[src/hdl/ite_pkg.sv]
`timescale 1ns / 1ps
`default_nettype none
// ----------------------------------------------------------------------------
// ite_pkg
// shared types and constants for the tilt estimator
// ----------------------------------------------------------------------------
package ite_pkg;

  localparam int unsigned TABLE_FRAC = 24;
  localparam int unsigned PRESCALE   = 20;

  // register indexes
  localparam logic [2:0] REG_FULL_SCALE = 3'd0;
  localparam logic [2:0] REG_PERIOD     = 3'd1;
  localparam logic [2:0] REG_WEIGHT     = 3'd2;
  localparam logic [2:0] REG_LIMIT      = 3'd3;
  localparam logic [2:0] REG_FAULT      = 3'd4;

  // accelerometer pitch class
  localparam logic [1:0] ACC_CORDIC = 2'd0;
  localparam logic [1:0] ACC_ZERO   = 2'd1;
  localparam logic [1:0] ACC_POS90  = 2'd2;
  localparam logic [1:0] ACC_NEG90  = 2'd3;

  typedef struct packed {
    logic signed [15:0] acc_x;
    logic signed [15:0] acc_z;
    logic signed [15:0] gyro_y;
    logic signed [15:0] gyro_z;
    logic [1:0]         acc_class;
  } item_t;

  typedef struct packed {
    logic [10:0] gyro_full_scale;
    logic [23:0] sample_period_q24;
    logic [15:0] fuse_weight_q16;
    logic [6:0]  tilt_limit_deg;
    logic [11:0] fault_ticks;
  } cfg_t;

  // atan(2^-i) in degrees, 24 fraction bits
  function automatic logic signed [31:0] atan_deg(input logic [4:0] i);
    logic signed [31:0] r;
    begin
      case (i)
        5'd0: r = 32'sd754974720;  5'd1: r = 32'sd445687602;
        5'd2: r = 32'sd235489088;  5'd3: r = 32'sd119537938;
        5'd4: r = 32'sd60000934;   5'd5: r = 32'sd30029717;
        5'd6: r = 32'sd15018523;   5'd7: r = 32'sd7509720;
        5'd8: r = 32'sd3754917;    5'd9: r = 32'sd1877466;
        5'd10: r = 32'sd938734;    5'd11: r = 32'sd469367;
        5'd12: r = 32'sd234684;    5'd13: r = 32'sd117342;
        5'd14: r = 32'sd58671;     5'd15: r = 32'sd29335;
        5'd16: r = 32'sd14668;     5'd17: r = 32'sd7334;
        5'd18: r = 32'sd3667;      5'd19: r = 32'sd1833;
        5'd20: r = 32'sd917;       5'd21: r = 32'sd458;
        5'd22: r = 32'sd229;       5'd23: r = 32'sd115;
        default: r = 32'sd0;
      endcase
      return r;
    end
  endfunction

endpackage
`default_nettype wire

[src/hdl/ite_if.sv]
`timescale 1ns / 1ps
`default_nettype none
// ----------------------------------------------------------------------------
// ite_if
// valid/ready channel interfaces for samples, results and configuration
// ----------------------------------------------------------------------------
interface ite_in_if;
  logic valid;
  logic ready;
  logic signed [15:0] acc_x;
  logic signed [15:0] acc_z;
  logic signed [15:0] gyro_y;
  logic signed [15:0] gyro_z;
  modport source (output valid, acc_x, acc_z, gyro_y, gyro_z, input ready);
  modport sink   (input valid, acc_x, acc_z, gyro_y, gyro_z, output ready);
endinterface

`default_nettype wire

[src/hdl/ite_front.sv]
`timescale 1ns / 1ps
`default_nettype none
// ----------------------------------------------------------------------------
// ite_front
// accepts samples, classifies the accelerometer case, two-entry queue
// ----------------------------------------------------------------------------
module ite_front (
  input  wire  logic          clk,
  input  wire  logic          rst,
  ite_in_if.sink              in_ch,
  output ite_pkg::item_t      q_item,
  output logic                q_valid,
  input  wire  logic          q_pop
);
  ite_pkg::item_t mem [2];
  logic [1:0] count;
  logic       wr_ptr;
  logic       rd_ptr;
  logic       push;
  ite_pkg::item_t cls;

  assign in_ch.ready = (count != 2'd2);
  assign push = in_ch.valid && in_ch.ready;
  assign q_valid = (count != 2'd0);
  assign q_item = mem[rd_ptr];

  always_comb begin
    cls.acc_x = in_ch.acc_x;
    cls.acc_z = in_ch.acc_z;
    cls.gyro_y = in_ch.gyro_y;
    cls.gyro_z = in_ch.gyro_z;
    if (in_ch.acc_x == 16'sd0) begin
      cls.acc_class = ite_pkg::ACC_ZERO;
    end else if (in_ch.acc_z == 16'sd0) begin
      cls.acc_class = in_ch.acc_x[15] ? ite_pkg::ACC_POS90 : ite_pkg::ACC_NEG90;
    end else begin
      cls.acc_class = ite_pkg::ACC_CORDIC;
    end
  end

  always_ff @(posedge clk) begin
    if (push) mem[wr_ptr] <= cls;
    if (rst) begin
      count <= 2'd0;
      wr_ptr <= 1'b0;
      rd_ptr <= 1'b0;
    end else begin
      if (push) wr_ptr <= ~wr_ptr;
      if (q_pop) rd_ptr <= ~rd_ptr;
      count <= count + {1'b0, push} - {1'b0, q_pop};
    end
  end
endmodule
`default_nettype wire

[src/flat_wrapper.sv]
// flat-port wrapper written by rule: the top's interface ports become plain ports
module ite_front_flat 
  (clk, rst, q_item, q_valid, q_pop, in_ch_valid, in_ch_acc_x, in_ch_acc_z, in_ch_gyro_y, in_ch_gyro_z, in_ch_ready);
  ite_in_if in_ch_i ();
  input  wire  logic clk;
  input  wire  logic rst;
  output ite_pkg::item_t q_item;
  output logic q_valid;
  input  wire  logic q_pop;
  input wire logic [$bits(in_ch_i.valid)-1:0] in_ch_valid;
  input wire logic [$bits(in_ch_i.acc_x)-1:0] in_ch_acc_x;
  input wire logic [$bits(in_ch_i.acc_z)-1:0] in_ch_acc_z;
  input wire logic [$bits(in_ch_i.gyro_y)-1:0] in_ch_gyro_y;
  input wire logic [$bits(in_ch_i.gyro_z)-1:0] in_ch_gyro_z;
  output wire logic [$bits(in_ch_i.ready)-1:0] in_ch_ready;
  assign in_ch_i.valid = in_ch_valid;
  assign in_ch_i.acc_x = in_ch_acc_x;
  assign in_ch_i.acc_z = in_ch_acc_z;
  assign in_ch_i.gyro_y = in_ch_gyro_y;
  assign in_ch_i.gyro_z = in_ch_gyro_z;
  assign in_ch_ready = in_ch_i.ready;
  ite_front u_core (.clk(clk), .rst(rst), .in_ch(in_ch_i), .q_item(q_item), .q_valid(q_valid), .q_pop(q_pop));
endmodule
[config.mk]
export PLATFORM = sky130hd
export DESIGN_NAME = ite_front_flat
export DESIGN_NICKNAME = d
export VERILOG_FILES = /design/src/hdl/ite_pkg.sv /design/src/hdl/ite_if.sv /design/src/hdl/ite_front.sv /design/src/flat_wrapper.sv
export SDC_FILE = /design/constraint.sdc
export NUM_CORES = 1
export LEC_CHECK = 0
export ABC_AREA = 1
export BUFFER_PORTS_ARGS = -buffer_cell sky130_fd_sc_hd__buf_2
export CAP_MARGIN = 15
export CORE_MARGIN = 3
export CORE_UTILIZATION = 51
export CTS_CLUSTER_SIZE = 24
export DETAILED_ROUTE_END_ITERATION = 10
export GPL_ROUTABILITY_DRIVEN = 0
export PLACE_DENSITY = 0.86
export SKIP_LAST_GASP = 1
export SLEW_MARGIN = 20
export SYNTH_ARGS = -nofsm -noshare
export SYNTH_HDL_FRONTEND = slang
export SYNTH_SLANG_ARGS = --single-unit
[constraint.sdc]
create_clock -name clk -period 9.1 [get_ports clk]
set_clock_uncertainty 0.15 [all_clocks]
set_input_delay 0.455 -clock clk [delete_from_list [all_inputs] [get_ports clk]]
set_output_delay 0.455 -clock clk [all_outputs]
set_load 0.01 [all_outputs]
==> flow_summary.toml, run 1 <==
[outcome]
status = "complete, no violations"

[clocking]
htree_levels = 4
cts_buffer_depth = 2
cts-resized-gates = 0
cts_tree = "built"
clk_pin_slew_ns = 0.06
cts_buffers = 17
root_buffer = "clkbuf_8"
clock_latency_ns = 0.51
cts_sinks = 137

[global_route]
grt_usage = 0.190
gr-total-overflow = 0
grt_max_degree = 67
grt_pass1_wl_mm = 16.3
first_global_vias = 3291
antenna_found_initial = 0

[placed_design]
pre_cts_slack_ns = 6.49
portBuffers = 135
detailed_place_hpwl_mm = 6.13

[floorplan]
core_um2 = 10000
rows = 36
io-pin-count = 136
die_h_um = 108
fp.dieW_um = 108
dieArea_um2 = 11700
initial_utilization = 0.534

[setup_path]
endpoint_kind = "primary output"
critical_path_class = "flip-flop to primary output"
crit_required_ns = 8.50
start_kind = "flip-flop"
worstPathMaxFanout = 66
arrival_ns = 2.19

[timing]
fin_crit_sh = 0.308
fmax_mhz = 357
tightest_slew_ns = 1.10
rsz0062_at_grt = "no"
slew_violations = 0
final-hold-violation-count = 0
fin_setup_tns_ns = 0
relSlewSlack = 0.269
fin_ws_ns = 6.30
setup_violations = 0
fin_crit_ns = 2.80

[route]
routed_wirelength_mm = 10.8
routedWlPerCell_um = 16.8
drc_errors = 0
ant_nets = 0
vias_per_cell = 4.82
first_pass_iters = 4
vias = 3109
first_iter_violations = 129

[logic_synthesis]
syn_area_um2 = 5340
netlist_instances = 286
synth-seq-area-share = 0.761
syn_nets = 356
syn_area_per_cell_um2 = 18.7
synth_warnings = 0
synth_cell_types = 15
ys_ff_latch = 137

[finish]
areaGrowthSynthToFinish_pct = 38.8
final_nets = 569
antennaDiodeCount = 0
drive_gt1_frac = 0.461

[pwr]
power_density_nw_per_um2 = 240
power_leakage_nw = 3.00
vdd_drop_max_mv = 0.185

[worst_hold_path]
worst_hold_path_type = "input pin to flip-flop"

[flow_run]
cap_violations = 0
## registers in the layout (all words and copies together) (netlist names), named ones only
name	cells
u_core.rd_ptr	1
u_core.mem	132
u_core.wr_ptr	1
u_core.count	2
## cell families (layout without fill, tap and decap cells)
group | Yosys count | in the layout | synth area share
simple gates | 50 | 50 | 0.0361
compound gates | 1 | 1 | 0.000936
flops | 137 | 137 | 0.761
fa+ha+maj | 2 | 2 | 0.00468
mux | 66 | 66 | 0.167
xor+xnor | 2 | 2 | 0.00328
buf+inv | 28 | 254 | 0.0272
## synthesized netlist by cell type
cell	n	share of area
xor2_1	1	0.0016
xnor2_1	1	0.0016
dfxtp_1	5	0.019
nand3_1	2	0.0019
buf_6	5	0.011
mux2_2	26	0.055
edfxtp_1	132	0.74
o21ai_0	1	0.00094
mux2_4	40	0.11
inv_1	21	0.015
or2_2	1	0.0012
ha_1	2	0.0047
nand2_1	20	0.014
buf_2	2	0.0019
nor2_1	27	0.019
## final cells by class
type / instances / area [um2]
well taps: 133 / 166
clock buffers: 19 / 422
repair buffers: 201 / 1330
multi-input cells: 121 / 1150
clock inverters: 13 / 200
flip-flops and latches: 137 / 4070
inverters: 21 / 78.8
fillers: 627 / 2580
## worst max-delay path, cell delays in order, from the launching register on
cell     delay [ns]
dfxtp_4        1.07
mux2_2         0.45
buf_2          0.15
## final timing paths
check / slack [ns] / depth (start not counted) / endpoint / startpoint
worst min-delay path: 0.03 / 1 / u_core.mem[1][58] / in_ch_acc_x[8]
worst max-delay path: 6.30 / 2 / q_item[18] / flip-flop
worst max register to register: 6.59 / 5 / u_core.mem[1][61] / u_core.count[0]
worst min register to register: 0.37 / 2 / flip-flop / u_core.rd_ptr
## power by group
part	total (mW)	internal, mW	switching (mW)	leakage (nW)
combinational	0.254	0.131	0.123	1.43
clock	0.716	0.471	0.246	0.296
sequential	0.808	0.775	0.0328	1.27
total	1.78	1.38	0.402	3.00
## placed cells by master, fill, tap and decap left out, drive strengths merged
cell and count:
xnor2 1, nand2 20, o21ai 1, mux2 66, clkinvlp 3, ha 2, buf 137, dlygate4sd3 64
nor2 27, or2 1, bufinv 5, xor2 1, clkbuf 19, edfxtp 132, inv 22, nand3 2
dfxtp 5, clkinv 4
## routing by layer
metal / track usage / wire length (um) / vias up
met3: 0.0710 / 616 / 11
met4: 0.0595 / 117 / 0
li1: - / - / 1483
met1: 0.217 / 4290 / 1505
met2: 0.333 / 5780 / 110
met5: 0 / 0 / -
## through the flow
stage / hold WS [ns] / area, um2 / total power, mW / utilization / cells
after detailed placement: 0.350 / 6150 / 1.05 / 0.615 / 549
final: 0.0287 / 7410 / 1.78 / 0.741 / 645
after CTS: 0.000309 / 7390 / 1.79 / 0.739 / 643
after global placement: 0.341 / 6150 / 1.04 / 0.615 / 549
after floorplan: 0.330 / 5340 / 0.960 / - / 286
after global routing: 0.00584 / 7410 / 1.85 / 0.741 / 645
## repair_timing
item                      CTS  global route
buffers inserted            0             0
hold endpoints to repair  125             4
hold buffers               62             2
Power figures use the tool's default switching activity.
==> inputs of run 2 (changes only) <==
==> constraint.sdc (replaced) <==
create_clock -name clk -period 2.7 [get_ports clk]
set_clock_uncertainty 0.15 [all_clocks]
set_input_delay 0.135 -clock clk [delete_from_list [all_inputs] [get_ports clk]]
set_output_delay 0.135 -clock clk [all_outputs]
set_load 0.01 [all_outputs]
==> run 2 against run 1 <==
- combinational power rose to 3.5 times the previous value
- sequential power rose to 3.3 times the previous value
- critical endpoint is now q_item[42]
- first-iteration DRC count decreased by 3.9%
- non-clock buffer count grew 7
- hold slack better by 0.17 ns
- clock power grew to 3.6 times the previous value
- power grew to 3.4 times the previous value
- critical path depth rose by 1
- register-to-register slack lost 5.6 ns
- largest power group unchanged
- global-route usage down 0.11 points
- final area increased by 1.6%
==> flow_summary.toml, run 2 (synthesis gave the netlist of run 1 again) <==
[timing]
fin_ws_ns = 0.419
setup_violations = 0
relSlewSlack = 0.673
tightest_slew_ns = 0.490
slew_violations = 0
final-hold-violation-count = 0
fin_crit_ns = 2.28
fmax_mhz = 438
rsz0062_at_grt = "no"
fin_crit_sh = 0.845

[clocking]
htree_levels = 4
clk_pin_slew_ns = 0.06
root_buffer = "clkbuf_8"
post_cts_buffers = 0
cts-resized-gates = 0
cts_tree = "built"
ctsHoldBuffers = 67
cts_buffers = 17
clock_latency_ns = 0.51
cts_buffer_depth = 2
cts_sinks = 137

[floorplan]
dieArea_um2 = 11700
fp.dieW_um = 108
io-pin-count = 136
rows = 36
die_h_um = 108
core_um2 = 10000
initial_utilization = 0.534

[global_route]
first_global_vias = 3293
gr-total-overflow = 0
antenna_found_initial = 0
grt_max_degree = 37
grt_usage = 0.189
grt_pass1_wl_mm = 16.2

[finish]
areaGrowthSynthToFinish_pct = 41.0
mostFrequentLayoutCells = "buf_2, edfxtp_1, dlygate4sd3_1"
final_common_cell = "buf_2"
largest_reg_flops = 132
drive_gt1_frac = 0.464
reg_top3 = "u_core.mem (132), u_core.count (2)"
regMostFlops = "u_core.mem"
final_nets = 576
antennaDiodeCount = 0

[setup_path]
cp_cell_sequence = "buf_4 -> mux2_4 -> buf_2"
timing.critical_path.buf_inv = 2
endpoint_kind = "primary output"
critical_path_class = "flip-flop to primary output"
critPathTopFamily = "flip-flops"
worstPathMaxFanout = 30
cp_slowest_cell = "dfxtp_4"
arrival_ns = 2.00
max_stage_delay_ns = 0.66
start_kind = "flip-flop"
crit_required_ns = 2.41

[route]
first_iter_violations = 124
ant_nets = 0
vias = 3118
vias_per_cell = 4.78
first_pass_iters = 4
drc_errors = 0
routedWlPerCell_um = 16.4
routed_wirelength_mm = 10.7

[pwr]
power_density_nw_per_um2 = 814
power_leakage_nw = 3.05
power_mw = 6.13
vdd_drop_max_mv = 0.499

[placed_design]
pre_cts_slack_ns = 0.928
detailed_place_hpwl_mm = 6.54
portBuffers = 135

[worst_hold_path]
worst_hold_path_type = "input pin to flip-flop"

[outcome]
status = "complete, no violations"

[flow_run]
cap_violations = 0
[run 2: cell types whose count changed in the layout (fill, tap and decap cells not counted)]
cell and change:
dlygate4sd3_1 +3, bufinv_16 +1, buf_4 +3, inv_6 -1, clkinv_1 -1, clkinv_2 -3, clkinv_4 +1, buf_12 +1
clkbuf_8 +2, clkinvlp_4 +1
[run 2: metrics by stage]
step | instances | util | TNS [ns] | area [um2] | hold slack, ns
final | 652 | 0.753 | 0 | 7530 | 0.199
after CTS | 652 | 0.753 | 0 | 7530 | 0.163
after global routing | 652 | 0.753 | 0 | 7530 | 0.183
after detailed placement | 553 | 0.619 | 0 | 6190 | 0.176
after floorplan | 286 | - | -23.96 | 5350 | 0.0562
after global placement | 553 | 0.619 | 0 | 6190 | 0.172
[run 2: area by class of cell]
type | instances | area, um2
multi-input cells | 121 | 1150
clock buffers | 21 | 449
well taps | 133 | 166
repair buffers | 208 | 1400
fillers | 601 | 2470
flip-flops and latches | 137 | 4070
clock inverters | 11 | 219
inverters | 21 | 78.8
[run 2: final timing paths]
check	start	end	slack (ns)	cells after the start
max	flip-flop	q_item[42]	0.42	3
max reg2reg	u_core.count[0]	u_core.mem[0][43]	0.99	5
min	in_ch_gyro_y[2]	u_core.mem[0][20]	0.20	2
min reg2reg	u_core.rd_ptr	u_core.rd_ptr	0.41	2
[run 2: report_power, final]
group / internal, mW / switching [mW] / total (mW) / leakage (nW)
clock: 1.74 / 0.810 / 2.55 / 0.311
combinational: 0.451 / 0.440 / 0.891 / 1.47
sequential: 2.61 / 0.0857 / 2.70 / 1.27
[run 2: layer usage]
layer  up-vias  track usage  routed length (um)
met2       107        0.345                5990
met3         6       0.0573                 600
met5         -            0                   0
met1      1508        0.209                4070
met4         0       0.0649                  63
li1       1497            -                   -
[run 2: worst register-to-register path: stages, from the launching register on]
cell     delay [ns]
dfxtp_1        0.34
inv_1          0.06
nand2_1        0.08
nand2_1        0.15
nor2_4         0.12
buf_4          0.42
==> inputs of run 3 (changes only) <==
==> constraint.sdc (replaced) <==
create_clock -name clk -period 2.3 [get_ports clk]
set_clock_uncertainty 0.15 [all_clocks]
set_input_delay 0.115 -clock clk [delete_from_list [all_inputs] [get_ports clk]]
set_output_delay 0.115 -clock clk [all_outputs]
set_load 0.01 [all_outputs]
==> run 3 against run 2 <==
- clock power up 7%
- core utilization down 0.25 points
- via count up 0.55%
- critical path type unchanged
- largest cell class unchanged
- highest routed layer unchanged
==> flow_summary.toml, run 3 (synthesis gave the netlist of run 1 again) <==
[finish]
drive_gt1_frac = 0.467
regMostFlops = "u_core.mem"
final_common_cell = "buf_2"
final_area_um2 = 7510
largest_reg_flops = 132
areaGrowthSynthToFinish_pct = 40.5
post-route-util = 0.751
reg_top3 = "u_core.mem (132), u_core.count (2)"
antennaDiodeCount = 0
mostFrequentLayoutCells = "buf_2, edfxtp_1, dlygate4sd3_1"
finalNonFillerCells = 653
fill_cells = 582
final_nets = 577

[route]
routedWlPerCell_um = 16.1
ant_nets = 0
drc_errors = 0
vias_per_cell = 4.80
first_iter_violations = 115
vias = 3135
routed_wirelength_mm = 10.5
first_pass_iters = 4

[global_route]
grt_max_degree = 45
grt_pass1_wl_mm = 16.2
grt_usage = 0.187
antenna_found_initial = 0
first_global_vias = 3394
gr-total-overflow = 0

[timing]
final-hold-violation-count = 0
slew_violations = 0
fin_crit_sh = 0.895
rsz0062_at_grt = "no"
setup_violations = 0
fmax_mhz = 486
relSlewSlack = 0.632
tightest_slew_ns = 0.551
fin_ws_ns = 0.242
fin_crit_ns = 2.06

[setup_path]
worstPathMaxFanout = 29
start_kind = "flip-flop"
critical_path_class = "flip-flop to primary output"
r2r-end = "u_core.mem[1][39]"
rrSetupSlack_ns = 0.52
endpoint_kind = "primary output"
cp_cell_sequence = "buf_12 -> mux2_2 -> buf_2"
cp_slowest_cell = "dfxtp_4"
crit_required_ns = 2.04
crit-reg2reg-launch = "u_core.count[0]"
max_stage_delay_ns = 0.50
arrival_ns = 1.79
rr_worst_depth = 5

[clocking]
cts_tree = "built"
clock_latency_ns = 0.50
clk_pin_slew_ns = 0.06
cts_buffer_depth = 2
cts-resized-gates = 0
cts_sinks = 137
cts_buffers = 17
root_buffer = "clkbuf_8"
htree_levels = 4

[floorplan]
rows = 36
core_um2 = 10000
fp.dieW_um = 108
io-pin-count = 136
initial_utilization = 0.534
dieArea_um2 = 11700
die_h_um = 108

[worst_hold_path]
whs_path_depth = 5
whs_endpoint = "u_core.wr_ptr"
worstHoldStart = "in_ch_valid"
worst_hold_path_type = "input pin to flip-flop"

[flow_run]
cap_violations = 0

[outcome]
status = "complete, no violations"

[placed_design]
detailed_place_hpwl_mm = 6.36
pre_cts_slack_ns = 0.591
place_inst = 553
placed_area_um2 = 6210
portBuffers = 135

[pwr]
vdd_drop_max_mv = 0.593
power_mw = 6.95
power_density_nw_per_um2 = 926
power_leakage_nw = 3.04
[run 3: timing repair]
action | in CTS | in global routing
endpoints found under the setup margin | 0 | 1
setup buffers | 0 | 1
hold buffers | 67 | 0
endpoints found under the hold margin | 137 | 0
[run 3: power breakdown]
group	switching [mW]	internal (mW)	leakage (nW)	total, mW
combinational	0.538	0.546	1.48	1.08
clock	0.958	1.77	0.289	2.73
sequential	0.0825	3.06	1.27	3.14
total	1.58	5.38	3.04	6.95
[run 3: critical path, delay by kind of cell (launching register included)]
kind	cells	cell delay [ns]
muxes	1	0.37
DFF	1	0.50
buffers and inverters	2	0.41
[run 3: area by class of cell]
cell class / count / area (um2) / area share
multi-input combinational: 121 / 1150 / 0.153
clock inverter: 10 / 143 / 0.0190
timing repair buffer: 209 / 1430 / 0.191
clock buffer: 22 / 473 / 0.0630
tap: 133 / 166 / 0.0222
sequential: 137 / 4070 / 0.542
inverter: 21 / 78.8 / 0.0105
[run 3: per-layer routing]
| metal | share of wire | vias to the layer above | routed length, um | GRT usage |
|---|---|---|---|---|
| met3 | 0.055 | 23 | 579 | 0.0490 |
| met1 | 0.39 | 1496 | 4070 | 0.217 |
| li1 | - | 1503 | - | - |
| met5 | 0 | - | 0 | 0 |
| met2 | 0.53 | 113 | 5580 | 0.323 |
| met4 | 0.024 | 0 | 247 | 0.0920 |
[run 3: how the worst max path moves through the flow]
stage / from / endpoint / slack, ns
3_5_place_dp: flip-flop / q_item[4] / 0.59
4_1_cts: flip-flop / q_item[4] / 0.04
5_1_grt: flip-flop / q_item[4] / 0.15
2_1_floorplan: u_core.count[0] / u_core.mem[1][0] / -0.59
3_3_place_gp: flip-flop / q_item[4] / 0.62
6_report: flip-flop / q_item[4] / 0.24
[run 3: metrics by stage]
stage | hold slack [ns] | TNS [ns]
3_5_place_dp | 0.158 | 0
6_report | 0.0339 | 0
2_1_floorplan | 0.0362 | -77.16
4_1_cts | 0.00995 | 0
5_1_grt | 0.0439 | 0
3_3_place_gp | 0.153 | 0
